## src/sv/slfp_pkg.sv

```systemverilog
// Package for the scan line fade pattern block.
// Shared types, widths, register indexes and fixed constants; no dependencies.
`default_nettype none
package slfp_pkg;

	localparam int COORD_W    = 3;
	localparam int LEVEL_W    = 9;
	localparam int HUE_W      = 9;
	localparam int COLOR_W    = 24;
	localparam int POS_W      = 16;
	localparam int SPEED_W    = 12;
	localparam int CFG_DATA_W = 12;
	localparam int CFG_IDX_W  = 1;

	// Brightness scale: 256 is full, fade multiplies by 230/256
	localparam logic [LEVEL_W-1:0] LEVEL_FULL = 9'd256;
	localparam logic [7:0]         FADE_MUL   = 8'd230;
	localparam logic [LEVEL_W-1:0] FADE_FLOOR = 9'd3;

	// Register indexes and reset values
	localparam logic [CFG_IDX_W-1:0] REG_LINE_SPEED    = 1'd0;
	localparam logic [CFG_IDX_W-1:0] REG_SWEEP_COLUMNS = 1'd1;
	localparam logic [SPEED_W-1:0]   SPEED_RESET       = 12'd128;
	localparam logic [COLOR_W-1:0]   COLOR_RESET       = 24'hFF0000;

	typedef enum logic [1:0] {
		ST_IDLE,
		ST_COLOR,
		ST_WALK
	} slfp_state_t;

	// Control from the sequencer to the cell chain and pixel stage
	typedef struct packed {
		logic               step;
		logic [COORD_W-1:0] x;
		logic [COORD_W-1:0] y;
		logic               last;
		logic               on_line;
	} slfp_head_ctl_t;

endpackage
`default_nettype wire

```

## src/sv/slfp_cell.sv

```systemverilog
// One cell of the circulating brightness chain.
// Uses slfp_pkg for the level width.
`default_nettype none
module slfp_cell (
	input  wire logic                        clk,
	input  wire logic                        arst_n,
	input  wire logic                        shift,
	input  wire logic [slfp_pkg::LEVEL_W-1:0] level_in,
	output logic      [slfp_pkg::LEVEL_W-1:0] level_out
);
	import slfp_pkg::*;

	logic [LEVEL_W-1:0] level_q;

	// take the neighbor's level on every step
	always_ff @(posedge clk or negedge arst_n) begin
		if (!arst_n) begin
			level_q <= '0;
		end else if (shift) begin
			level_q <= level_in;
		end
	end

	assign level_out = level_q;

endmodule
`default_nettype wire

```

## src/sv/slfp_line_ctrl.sv

```systemverilog
// Sequencer: config registers, line position and direction, line color,
// frame walk counters. Uses slfp_pkg.
`default_nettype none
module slfp_line_ctrl #(
	parameter int GRID_WIDTH  = 8,
	parameter int GRID_HEIGHT = 8
) (
	input  wire logic                           clk,
	input  wire logic                           arst_n,
	input  wire logic                           cfg_valid,
	input  wire logic [slfp_pkg::CFG_IDX_W-1:0]  cfg_index,
	input  wire logic [slfp_pkg::CFG_DATA_W-1:0] cfg_data,
	input  wire logic                           in_valid,
	output logic                                in_ready,
	input  wire logic [slfp_pkg::HUE_W-1:0]      new_hue,
	input  wire logic                           pipe_empty,
	input  wire logic                           step_ok,
	output slfp_pkg::slfp_head_ctl_t             ctl,
	output logic      [slfp_pkg::COLOR_W-1:0]    line_color
);
	import slfp_pkg::*;

	localparam logic signed [POS_W+1:0] EDGE_W_FIX = (POS_W+2)'(GRID_WIDTH * 256);
	localparam logic signed [POS_W+1:0] EDGE_H_FIX = (POS_W+2)'(GRID_HEIGHT * 256);
	localparam logic [COORD_W-1:0] X_LAST = COORD_W'(GRID_WIDTH - 1);
	localparam logic [COORD_W-1:0] Y_LAST = COORD_W'(GRID_HEIGHT - 1);

	// hue in degrees to full-saturation RGB888
	function automatic logic [COLOR_W-1:0] hue_to_rgb(input logic [HUE_W-1:0] hue);
		logic [3:0] seg;
		logic [HUE_W-1:0] rem;
		logic [9:0] qx;
		logic [9:0] tx;
		logic [7:0] q;
		logic [7:0] t;
		logic [COLOR_W-1:0] rgb;
		seg = '0;
		for (int k = 1; k <= 8; k++) begin
			if (hue >= HUE_W'(60 * k)) seg = seg + 4'd1;
		end
		rem = hue - HUE_W'(seg) * 9'd60;
		// 255/60 = 17/4
		qx = (10'(9'd60 - rem) << 4) + 10'(9'd60 - rem);
		tx = (10'(rem) << 4) + 10'(rem);
		q = qx[9:2];
		t = tx[9:2];
		case (seg) inside
			4'd0, 4'd6: rgb = {8'hFF, t, 8'h00};
			4'd1, 4'd7: rgb = {q, 8'hFF, 8'h00};
			4'd2, 4'd8: rgb = {8'h00, 8'hFF, t};
			4'd3:       rgb = {8'h00, q, 8'hFF};
			4'd4:       rgb = {t, 8'h00, 8'hFF};
			default:    rgb = {8'hFF, 8'h00, q};
		endcase
		return rgb;
	endfunction

	slfp_state_t state_q, state_d;

	logic [SPEED_W-1:0] speed_q;
	logic               sweep_q;
	logic [POS_W-1:0]   pos_q;
	logic               back_q;
	logic               bounce_q;
	logic [HUE_W-1:0]   hue_q;
	logic [COLOR_W-1:0] color_q;
	logic [COORD_W-1:0] line_cell_q;
	logic               line_hit_q;
	logic [COORD_W-1:0] x_q;
	logic [COORD_W-1:0] y_q;

	logic                      accept;
	logic                      step;
	logic                      at_last;
	logic signed [POS_W+1:0]   pos_ext;
	logic signed [POS_W+1:0]   sum;
	logic        [POS_W-1:0]   pos_new;
	logic signed [POS_W+1:0]   pos_new_ext;
	logic signed [POS_W+1:0]   edge_fix;
	logic                      bounce;
	logic        [7:0]         cell_whole;
	logic        [7:0]         edge_cells;
	logic                      hit_d;
	logic        [COORD_W-1:0] cell_d;

	assign accept  = in_valid && in_ready;
	assign step    = (state_q == ST_WALK) && step_ok;
	assign at_last = (x_q == X_LAST) && (y_q == Y_LAST);

	// move by the speed, saturate to 16 bits, test for a bounce
	always_comb begin
		pos_ext  = $signed({{2{pos_q[POS_W-1]}}, pos_q});
		sum      = back_q ? pos_ext - $signed({6'b0, speed_q})
		                  : pos_ext + $signed({6'b0, speed_q});
		if (sum > 18'sd32767) begin
			pos_new = 16'h7FFF;
		end else if (sum < -18'sd32768) begin
			pos_new = 16'h8000;
		end else begin
			pos_new = sum[POS_W-1:0];
		end
		pos_new_ext = $signed({{2{pos_new[POS_W-1]}}, pos_new});
		edge_fix    = sweep_q ? EDGE_W_FIX : EDGE_H_FIX;
		bounce      = (pos_new_ext >= edge_fix) || (pos_new_ext <= 18'sd0);
	end

	// line cell, position truncated toward zero
	always_comb begin
		cell_whole = {1'b0, pos_q[POS_W-2:8]};
		edge_cells = sweep_q ? 8'(GRID_WIDTH) : 8'(GRID_HEIGHT);
		if (!pos_q[POS_W-1]) begin
			hit_d  = cell_whole < edge_cells;
			cell_d = cell_whole[COORD_W-1:0];
		end else begin
			hit_d  = $signed(pos_q) > -16'sd256;
			cell_d = '0;
		end
	end

	// config registers
	always_ff @(posedge clk or negedge arst_n) begin
		if (!arst_n) begin
			speed_q <= SPEED_RESET;
			sweep_q <= 1'b1;
		end else if (cfg_valid) begin
			if (cfg_index == REG_LINE_SPEED) begin
				speed_q <= cfg_data[SPEED_W-1:0];
			end else if (cfg_index == REG_SWEEP_COLUMNS) begin
				sweep_q <= cfg_data[0];
			end
		end
	end

	// line state
	always_ff @(posedge clk or negedge arst_n) begin
		if (!arst_n) begin
			pos_q       <= '0;
			back_q      <= 1'b0;
			bounce_q    <= 1'b0;
			color_q     <= COLOR_RESET;
			line_cell_q <= '0;
			line_hit_q  <= 1'b0;
		end else begin
			if (accept) begin
				pos_q    <= pos_new;
				bounce_q <= bounce;
				if (bounce) back_q <= !back_q;
			end
			if (state_q == ST_COLOR) begin
				line_cell_q <= cell_d;
				line_hit_q  <= hit_d;
				if (bounce_q) color_q <= hue_to_rgb(hue_q);
			end
		end
	end

	always_ff @(posedge clk) begin
		if (accept) hue_q <= new_hue;
	end

	// walk counters, y fastest
	always_ff @(posedge clk or negedge arst_n) begin
		if (!arst_n) begin
			x_q <= '0;
			y_q <= '0;
		end else if (step) begin
			if (y_q == Y_LAST) begin
				y_q <= '0;
				x_q <= (x_q == X_LAST) ? '0 : x_q + 1'b1;
			end else begin
				y_q <= y_q + 1'b1;
			end
		end
	end

	// state register
	always_ff @(posedge clk or negedge arst_n) begin
		if (!arst_n) begin
			state_q <= ST_IDLE;
		end else begin
			state_q <= state_d;
		end
	end

	// next state and outputs
	always_comb begin
		state_d  = state_q;
		in_ready = 1'b0;
		case (state_q)
			ST_IDLE: begin
				in_ready = pipe_empty;
				if (accept) state_d = ST_COLOR;
			end
			ST_COLOR: state_d = ST_WALK;
			ST_WALK: begin
				if (step && at_last) state_d = ST_IDLE;
			end
			default: state_d = ST_IDLE;
		endcase
	end

	assign ctl.step    = step;
	assign ctl.x       = x_q;
	assign ctl.y       = y_q;
	assign ctl.last    = at_last;
	assign ctl.on_line = line_hit_q && (sweep_q ? (x_q == line_cell_q) : (y_q == line_cell_q));
	assign line_color  = color_q;

endmodule
`default_nettype wire

```

## src/sv/slfp_pixel.sv

```systemverilog
// Fade or line update of the head cell, then color scaling into the output
// register. Uses slfp_pkg.
`default_nettype none
module slfp_pixel (
	input  wire logic                         clk,
	input  wire logic                         arst_n,
	input  wire slfp_pkg::slfp_head_ctl_t      ctl,
	input  wire logic [slfp_pkg::LEVEL_W-1:0]  head_level,
	input  wire logic [slfp_pkg::COLOR_W-1:0]  line_color,
	output logic      [slfp_pkg::LEVEL_W-1:0]  new_level,
	output logic                              step_ok,
	output logic                              pipe_empty,
	output logic                              out_valid,
	input  wire logic                         out_ready,
	output logic      [slfp_pkg::COORD_W-1:0]  pixel_x,
	output logic      [slfp_pkg::COORD_W-1:0]  pixel_y,
	output logic      [slfp_pkg::COLOR_W-1:0]  pixel_color,
	output logic                              last_pixel
);
	import slfp_pkg::*;

	logic               valid_s1;
	logic [LEVEL_W-1:0] level_s1;
	logic [COORD_W-1:0] x_s1;
	logic [COORD_W-1:0] y_s1;
	logic               last_s1;
	logic               out_valid_q;
	logic [COORD_W-1:0] x_q;
	logic [COORD_W-1:0] y_q;
	logic [COLOR_W-1:0] color_q;
	logic               last_q;

	logic [LEVEL_W+7:0] fade_prod;
	logic [LEVEL_W-1:0] faded;
	logic               load_s2;
	logic [16:0]        r_prod;
	logic [16:0]        g_prod;
	logic [16:0]        b_prod;

	// fade, floor, or full on the line
	always_comb begin
		fade_prod = 17'(head_level) * 17'(FADE_MUL);
		faded     = fade_prod[LEVEL_W+7:8];
		if (ctl.on_line) begin
			new_level = LEVEL_FULL;
		end else if (faded < FADE_FLOOR) begin
			new_level = '0;
		end else begin
			new_level = faded;
		end
	end

	assign load_s2    = valid_s1 && (!out_valid_q || out_ready);
	assign step_ok    = !valid_s1 || load_s2;
	assign pipe_empty = !valid_s1;

	// stage 1: updated level
	always_ff @(posedge clk or negedge arst_n) begin
		if (!arst_n) begin
			valid_s1 <= 1'b0;
		end else if (ctl.step) begin
			valid_s1 <= 1'b1;
		end else if (load_s2) begin
			valid_s1 <= 1'b0;
		end
	end

	always_ff @(posedge clk) begin
		if (ctl.step) begin
			level_s1 <= new_level;
			x_s1     <= ctl.x;
			y_s1     <= ctl.y;
			last_s1  <= ctl.last;
		end
	end

	// channel times level, >> 8
	assign r_prod = 17'(line_color[23:16]) * 17'(level_s1);
	assign g_prod = 17'(line_color[15:8]) * 17'(level_s1);
	assign b_prod = 17'(line_color[7:0]) * 17'(level_s1);

	// output register
	always_ff @(posedge clk or negedge arst_n) begin
		if (!arst_n) begin
			out_valid_q <= 1'b0;
		end else if (load_s2) begin
			out_valid_q <= 1'b1;
		end else if (out_ready) begin
			out_valid_q <= 1'b0;
		end
	end

	always_ff @(posedge clk) begin
		if (load_s2) begin
			x_q     <= x_s1;
			y_q     <= y_s1;
			last_q  <= last_s1;
			color_q <= {r_prod[15:8], g_prod[15:8], b_prod[15:8]};
		end
	end

	assign out_valid   = out_valid_q;
	assign pixel_x     = x_q;
	assign pixel_y     = y_q;
	assign pixel_color = color_q;
	assign last_pixel  = last_q;

endmodule
`default_nettype wire

```

## src/sv/scan_line_fade_pattern.sv

```systemverilog
// Scan line fade pattern: one frame item in, GRID_WIDTH*GRID_HEIGHT pixel items out.
// Each frame item passes the color state, then stage 1 and the output register per pixel.
// A new frame item is taken only when idle with the pipeline empty; the cell chain
// rotates one cell a cycle while the output is not stalled by out_ready.
// Reset clears all cell levels, the line position and direction; color is red.
// Uses slfp_pkg, slfp_cell, slfp_line_ctrl, slfp_pixel.
`default_nettype none
module scan_line_fade_pattern #(
	parameter int GRID_WIDTH  = 8,
	parameter int GRID_HEIGHT = 8
) (
	input  wire logic                           clk,
	input  wire logic                           arst_n,
	input  wire logic                           cfg_valid,
	output logic                                cfg_ready,
	input  wire logic [slfp_pkg::CFG_IDX_W-1:0]  cfg_index,
	input  wire logic [slfp_pkg::CFG_DATA_W-1:0] cfg_data,
	input  wire logic                           in_valid,
	output logic                                in_ready,
	input  wire logic [slfp_pkg::HUE_W-1:0]      new_hue,
	output logic                                out_valid,
	input  wire logic                           out_ready,
	output logic      [slfp_pkg::COORD_W-1:0]    pixel_x,
	output logic      [slfp_pkg::COORD_W-1:0]    pixel_y,
	output logic      [slfp_pkg::COLOR_W-1:0]    pixel_color,
	output logic                                last_pixel
);
	import slfp_pkg::*;

	localparam int CELL_COUNT = GRID_WIDTH * GRID_HEIGHT;

	slfp_head_ctl_t     ctl;
	logic [COLOR_W-1:0] line_color;
	logic [LEVEL_W-1:0] new_level;
	logic               step_ok;
	logic               pipe_empty;
	logic [LEVEL_W-1:0] level_chain [CELL_COUNT];

	assign cfg_ready = 1'b1;

	slfp_line_ctrl #(
		.GRID_WIDTH  (GRID_WIDTH),
		.GRID_HEIGHT (GRID_HEIGHT)
	) u_ctrl (
		.clk        (clk),
		.arst_n     (arst_n),
		.cfg_valid  (cfg_valid),
		.cfg_index  (cfg_index),
		.cfg_data   (cfg_data),
		.in_valid   (in_valid),
		.in_ready   (in_ready),
		.new_hue    (new_hue),
		.pipe_empty (pipe_empty),
		.step_ok    (step_ok),
		.ctl        (ctl),
		.line_color (line_color)
	);

	// circulating chain: head is cell 0, updated level re-enters at the tail
	for (genvar i = 0; i < CELL_COUNT; i++) begin : g_cell
		if (i == CELL_COUNT - 1) begin : g_tail
			slfp_cell u_cell (
				.clk       (clk),
				.arst_n    (arst_n),
				.shift     (ctl.step),
				.level_in  (new_level),
				.level_out (level_chain[i])
			);
		end else begin : g_body
			slfp_cell u_cell (
				.clk       (clk),
				.arst_n    (arst_n),
				.shift     (ctl.step),
				.level_in  (level_chain[i+1]),
				.level_out (level_chain[i])
			);
		end
	end

	slfp_pixel u_pixel (
		.clk         (clk),
		.arst_n      (arst_n),
		.ctl         (ctl),
		.head_level  (level_chain[0]),
		.line_color  (line_color),
		.new_level   (new_level),
		.step_ok     (step_ok),
		.pipe_empty  (pipe_empty),
		.out_valid   (out_valid),
		.out_ready   (out_ready),
		.pixel_x     (pixel_x),
		.pixel_y     (pixel_y),
		.pixel_color (pixel_color),
		.last_pixel  (last_pixel)
	);

`ifndef NO_ASSERTIONS
	// chain never steps while a new frame can be taken
	a_step_not_ready: assert property (@(posedge clk) disable iff (!arst_n)
		ctl.step |-> !in_ready) else $error("chain stepped while accepting");

	// the cycle after a frame item is the color cycle, no step
	a_no_step_after_accept: assert property (@(posedge clk) disable iff (!arst_n)
		(in_valid && in_ready) |=> !ctl.step) else $error("step right after accept");

	// levels written back stay within full scale
	a_level_range: assert property (@(posedge clk) disable iff (!arst_n)
		ctl.step |-> (new_level <= LEVEL_FULL)) else $error("level above full");

	// last pixel flag only on the final grid position
	a_last_pos: assert property (@(posedge clk) disable iff (!arst_n)
		(out_valid && last_pixel) |-> (pixel_x == COORD_W'(GRID_WIDTH - 1)
			&& pixel_y == COORD_W'(GRID_HEIGHT - 1))) else $error("last pixel misplaced");
`endif

endmodule
`default_nettype wire
```

## config.mk

```make
export PLATFORM = sky130hd
export DESIGN_NAME = scan_line_fade_pattern
export DESIGN_NICKNAME = d
export VERILOG_FILES = /design/src/sv/slfp_pkg.sv /design/src/sv/slfp_cell.sv /design/src/sv/slfp_line_ctrl.sv /design/src/sv/slfp_pixel.sv /design/src/sv/scan_line_fade_pattern.sv
export SDC_FILE = /design/constraint.sdc
export NUM_CORES = 2
export LEC_CHECK = 0
export BUFFER_PORTS_ARGS = -buffer_cell sky130_fd_sc_hd__buf_4
export CELL_PAD_IN_SITES_DETAIL_PLACEMENT = 1
export CELL_PAD_IN_SITES_GLOBAL_PLACEMENT = 1
export CORE_ASPECT_RATIO = 1.4
export CORE_MARGIN = 2
export CORE_UTILIZATION = 45
export DETAILED_ROUTE_END_ITERATION = 7
export PLACE_DENSITY = 0.76
export SYNTH_ARGS = -nofsm -noshare
export SYNTH_HDL_FRONTEND = slang
export SYNTH_SLANG_ARGS = --single-unit
```

## constraint.sdc

```tcl
create_clock -name clk -period 27.9 [get_ports clk]
set_input_delay 0 -clock clk [delete_from_list [all_inputs] [get_ports clk]]
set_output_delay 0 -clock clk [all_outputs]
set_load 0.02 [all_outputs]
```

### Yosys cells after proc, flatten, opt, wreduce, memory -nomap -nowiden

Cells that the tools add are included.

* register bits after elaboration: 701
* input port bits: 27
* output and inout port bits: 34
* word-level logic and storage cells: 209

* add/sub/neg operators: 15
* multiply operators: 5
* magnitude comparators: 15
* equal/unequal tests: 15
* muxes and demuxes: 47
* bitwise operators: 1
* reductions and logical operators: 25

Operators with widths (number)
* $mux W24: 5
* $mux W4: 23
* $mul A8 B9 Y16: 3
* $ge A9 B9 Y1 const B: 4
* $mux W16: 2
* $add A4 B1 Y4 const B: 7
* $ge A9 B8 Y1 const B: 2
* $gt A18 B16 Y1 const B: 1
* $lt A18 B16 Y1 const B: 1
* $mux W18: 1
* $mux W9: 2
* $add A16 B13 Y17: 1
* $sub A16 B13 Y17: 1
* $ge A16 B13 Y1 const B: 1
* $gt A16 B9 Y1 const B: 1
* $le A16 B1 Y1 const B: 1
* $mul A9 B7 Y16 const B: 1
* $eq A4 B3 Y1 const B: 3
* $reduce_and A2 Y1: 6
* $add A10 B10 Y10: 1
* $add A10 B9 Y10: 1
* $sub A6 B9 Y10 const A: 1
* $ge A9 B6 Y1 const B: 1
* $ge A9 B7 Y1 const B: 1
* 26 further kinds: 52

### Longest topological paths before layout

* depth in word-level cells: 41
* depth in mapped cells: 45
* depth with buffers taken out: 44

### Hierarchy

A second synthesis with hierarchy kept.

* cells, all modules: 2911
* area total of the unflattened synthesis: 39507.9 um^2

By module, submodules not included
* slfp_cell: times used 64, cells an instance 19, area each 371.6 um^2, sequential area each 225.2 um^2
* slfp_pixel: times used 1, cells an instance 928, area each 9044.9 um^2, sequential area each 1461.4 um^2
* slfp_line_ctrl: times used 1, cells an instance 765, area each 6668.9 um^2, sequential area each 1959.4 um^2
* scan_line_fade_pattern: times used 1, cells an instance 2, area each 11.3 um^2, sequential area each 0.0 um^2

### Worst setup path before layout

No wires, ideal clock.

* kind: register to register
* start point: register u_ctrl.hue_q[5]
* end point: register u_ctrl.color_q[23], in the netlist u_ctrl.line_color[23]
* setup time: 0.077 ns
* arrival time: 8.974 ns
* required time: 27.823 ns
* path slack: 18.848 ns
* stages on the path, launching flop included: 43
* buffers on the path: 1
* period minus slack after synthesis: 9.052 ns
* cell sequence: edfxtp_1 > and4_1 > nor3_2 > ha_1 > clkbuf_1 > clkinv_1 > xnor2_1 > ha_1 > inv_1 > a2bb2oi_1 > ha_1 > nand2_1 > o21ai_0 > a221oi_1 > ha_1 > and2_1 > a2111oi_2 > o211ai_1 > [7 not listed] > a21o_1 > a21oi_1 > xor2_1 > ha_1 > and3b_1 > a211oi_1 > o211ai_1 > or2_2 > nor2_1 > xnor2_1 > ha_1 > a21oi_1 > nor3_1 > o21ai_0 > o21ai_0 > nor4_1 > nand2_1 > a31oi_1

* word-level cells in the longest chain between the ends: 40
* elaborated cells on any way between the ends: 60
* those cells by class: add/sub (11); mul (1); order compare (8); eq/ne (7); mux (29); reduce/logical (4)

RTL lines
* start: declaration: RTL line slfp_line_ctrl.sv:65 `logic [HUE_W-1:0] hue_q;`
* start signal: assignment: RTL line slfp_line_ctrl.sv:158 `if (accept) hue_q <= new_hue;`
* parallel branches: the longest is 39 deep, another holds $ge A9 B6 Y1
* $mux W24 *: RTL line slfp_line_ctrl.sv:47 `case (seg) inside`
* end signal: assignment: RTL line slfp_line_ctrl.sv:152 `if (bounce_q) color_q <= hue_to_rgb(hue_q);`
* end: declaration: RTL line slfp_line_ctrl.sv:66 `logic [COLOR_W-1:0] color_q;`

Every way passes the cells marked *. The select of a mux whose other input is x is not followed.
A chain may end at the register's enable or synchronous reset.

### Final worst setup path

* start point: register u_ctrl.hue_q[6]
* end point: register u_ctrl.color_q[7], in the netlist u_ctrl.line_color[7]

* word-level cells in the longest chain between the ends: 41
* elaborated cells on any way between the ends: 60
* those cells by class: add/sub (11); mul (1); order compare (8); eq/ne (7); mux (29); reduce/logical (4)

RTL lines
* $ge A9 B6 Y1: RTL line slfp_line_ctrl.sv:39 `if (hue >= HUE_W'(60 * k)) seg = seg + 4'd1;`
* $mux W1: RTL line slfp_line_ctrl.sv:39
* $mux W4: RTL line slfp_line_ctrl.sv:152
* $mux W4: RTL line slfp_line_ctrl.sv:149 `if (state_q == ST_COLOR) begin`
* $add A4 B1 Y4: RTL line slfp_line_ctrl.sv:39
* $mux W4: RTL line slfp_line_ctrl.sv:39
* $mux W4: RTL line slfp_line_ctrl.sv:152
* $mux W4: RTL line slfp_line_ctrl.sv:149
* [22 not listed]
* $mux W4: RTL line slfp_line_ctrl.sv:152
* $mux W4: RTL line slfp_line_ctrl.sv:149
* $mul A4 B4 Y7: RTL line slfp_line_ctrl.sv:41 `rem = hue - HUE_W'(seg) * 9'd60;`
* $sub A9 B9 Y9: RTL line slfp_line_ctrl.sv:41
* $sub A6 B9 Y10: RTL line slfp_line_ctrl.sv:43 `qx = (10'(9'd60 - rem) << 4) + 10'(9'd60 - rem);`
* $add A10 B10 Y10: RTL line slfp_line_ctrl.sv:43
* $mux W24 (4 in a row): RTL line slfp_line_ctrl.sv:47
* $mux W24 *: RTL line slfp_line_ctrl.sv:47

Every way passes the cells marked *; elsewhere a longest branch is shown, timed or not. The select of a mux whose other input is x is not followed.

==> results.md <==
* Worst slew pin tran at 1.15 ns
* Setup Crit Path Kind: flip-flop to flip-flop
* Synthesized cell area at 36900 µm²
* CTS tree: yes
* Global-route wire length before repair at 142000 µm
* Flops & latches, synth at 701
* Main synth FF type: dfrtp_1
* Crit. Startpoint: u_ctrl.hue_q[6]$_DFFE_PP_
* Clock skew at 0.0366 ns
* Power Density at 53.2 nW/µm²
* PortBufs at 59
* GRT overflow at 0
* Max_cap viols at 0
* Rows at 124
* Die width at 246 µm
* Initial antenna violation count at 2
* Async SR Flop Fraction at 0.920
* Max clock buf depth at 3
* DR WL met2 at 42800 µm
* Final Critical Period at 11.06 ns
* Fmax at 0.0904 GHz
* Synth-to-Final Area Change at 11.0%
* Layout cells sized above 1 at 0.0634
* Hold-fix buffers, CTS at 39
* CP Capture Type: flip-flop
* Most frequent cells in the layout: 1907 x nand2_1, 635 x dfrtp_1, 203 x inv_1, 196 x ha_1, 141 x fa_1
* Residual DRC count at 0
* CP max stage delay at 0.74 ns
* Syn_nets at 4477
* Area after DPL at 38200 µm²
* Worst hold-check path type: input port to async pin
* DR top layer: met4
* Data arrival, critical path at 11.63 ns
* Met1 WL at 35600 µm
* Total power at 2180 µW
* # fillers at 9331
* Post-synth cell types at 82
* Clk_lat worst skew at 0.64 ns
* CTS root buf: clkbuf_16
* Status: finished, violations left
* Routed wl met3 at 1950 µm
* Yosys warns at 0
* Initial core utilization at 0.454
* Routed vias at 26600
* CP max stage cell: xor2_1
* Slew Limit Headroom at 0.236
* Synth Area per Inst at 8.98 µm²
* Finished Layout Cells at 5237
* Max-slew violation count at 0
* Post-synth EDFFs at 56
* CP bufs+invs at 5
* I/O Pins at 61
* Drt wl/cell at 15.8 µm
* Gr usage total at 0.203
* Hold Vio Cnt, Final at 6
* Setup TNS at 0 ns
* DP HPWL at 55300 µm
* Seq/Total Area, Yosys at 0.483
* Final WS setup at 16.84 ns
* Wirelength, routed at 82700 µm
* TritonCTS buffer count at 71
* Worst Path Required at 28.47 ns
* FF/Latch Area at 17800 µm²
* Failing checks: negative hold slack
* Htree depth at 3
* Largest net degree at the start of global routing at 203
* Vias in the first global route at 28800
* Synthesized instance count at 4113
* Commonest non-fill, non-tap cell in the layout: nand2_1
* Crit path max-delay family: adder cells
* Most frequent CP cell: ha_1
* Starting DRT DRC Count at 1442
* Leakage Power at 0.0225 µW
* Finished Cell Area at 41000 µm²
* Placer Congestion at 0.845
* Core Area at 81500 µm²
* Antenna cell count at 0
* Final setup viols at 0
* Resize count post-CTS at 0
* Dpl ws at 16.77 ns
* Die height at 343 µm
* WHS at -0.0178 ns
* Vias per std cell at 5.08
* Multi-input logic area at 17600 µm²
* Final period util at 0.396
* CP Max Fanout at 14
* Die Area at 84400 µm²
* Reg-to-reg startpoint: u_ctrl.hue_q[6]$_DFFE_PP_
* DRT Pass-1 Iters at 5
* Dpl cells at 5071
* Max rail drop VDD at 0.0371 mV
* Clock sink count at 701
* Clk slew on worst S/H paths at 0.07 ns
* Critical Path Source Type: flip-flop
* Setup repair bufs after CTS at 0
* Nets at 4476
* Final ANT Viol Nets at 0
* RSZ-0062 raised after global routing: false
==> cell usage after synthesis, drive strengths merged, types with 6 or more instances <==
library cell  number  area share
and3              16      0.0027
nand3b             6      0.0012
dfrtp            635        0.43
o21ai             87       0.012
a211oi             9      0.0018
nand4              6      0.0010
buf               15      0.0019
o41ai              6      0.0026
or3               11      0.0019
nand2           1908        0.19
o21a              22      0.0045
fa               141       0.076
o21bai             7      0.0014
and2             113       0.019
nand2b            16      0.0027
nor2              80      0.0081
o211a              6      0.0016
xnor2             69       0.016
inv              205       0.021
edfxtp            56       0.046
or2               12      0.0020
nand3             18      0.0024
o221ai             8      0.0019
dfstp             10      0.0071
xor2              32      0.0078
o31a               7      0.0017
mux2              15      0.0046
o31ai             14      0.0034
nor2b             11      0.0019
nor3              24      0.0034
a21o              20      0.0041
maj3              12      0.0036
nor4               6      0.0010
a21oi             56      0.0079
clkbuf           187       0.019
a31oi              9      0.0015
ha               196       0.066
==> kinds of logic after synthesis <==
| family | Yosys count | synth area share |
|---|---|---|
| adders and majority gates | 349 | 0.146 |
| buffers and inverters | 409 | 0.0419 |
| muxes | 20 | 0.00593 |
| AOI/OAI and AO/OA | 289 | 0.0531 |
| other | 1 | 0.000102 |
| DFF | 701 | 0.483 |
| and+or+nand+nor | 2242 | 0.245 |
| xor gates and xnor gates | 102 | 0.0248 |
==> flip-flops by register name (all words and copies together) (netlist names), 9 cells and up <==
signal                          flops
u_ctrl.pos_q                       16
u_ctrl.hue_q                        9
g_cell.g_body.u_cell.level_out    567
u_ctrl.line_color                  24
u_ctrl.speed_q                     12
g_cell.g_tail.u_cell.level_out      9
u_pixel.pixel_color                24
u_pixel.level_s1                    9
==> through the flow <==
step	util	hold WS, ns
floorplan	-	-0.296
global placement	0.469	0.0857
detailed placement	0.469	0.0766
CTS	0.503	0.0125
global route	0.503	0.0344
finish	0.503	-0.0178
==> worst register-to-register path, delay by kind of cell (launching register included) <==
kind                     cells  cell delay (ns)
AND/OR/NAND/NOR              8             1.98
flip-flops                   1             0.57
AO/OA/AOI/OAI               12             3.02
buffers and inverters        5             0.62
adder cells (fa/ha/maj)     10             3.63
XOR/XNOR                     3             1.15
==> worst paths after layout <==
kind / end / slack [ns] / cells past startpoint
worst max-delay path: u_ctrl.line_color[7]$_DFFE_PN0P_ / 16.84 / 38
worst min-delay path: g_cell[25].g_body.u_cell.level_out[0]$_DFFE_PN0P_ / -0.02 / 2
worst max register to register: u_ctrl.line_color[7]$_DFFE_PN0P_ / 16.84 / 38
worst min register to register: u_pixel.pixel_x[0]$_DFFE_PP_ / 0.43 / 0
max in group asynchronous: g_cell[11].g_body.u_cell.level_out[5]$_DFFE_PN0P_ / 25.02 / 5
min in group clk: u_ctrl.hue_q[0]$_DFFE_PP_ / 0.09 / 2
==> layout make-up <==
class                   instances  area share
clock buffers                 102      0.0506
repair buffers                128      0.0263
well taps                    1071      0.0327
inverters                     207      0.0191
flip-flops and latches        701       0.435
multi-input cells            3003       0.429
clock inverters                25     0.00784
==> where the power goes <==
group / internal, µW / switching [µW] / total, µW
clock: 568 / 414 / 983
sequential: 1060 / 22.7 / 1080
combinational: 37.9 / 83.0 / 121
==> layer usage <==
layer | global-route usage | up-vias
li1 | - | 12900
met2 | 0.370 | 237
met3 | 0.0206 | 127
met1 | 0.248 | 13400
met4 | 0.0692 | 0
met5 | 0 | -
(Power assumes the default switching activity.)
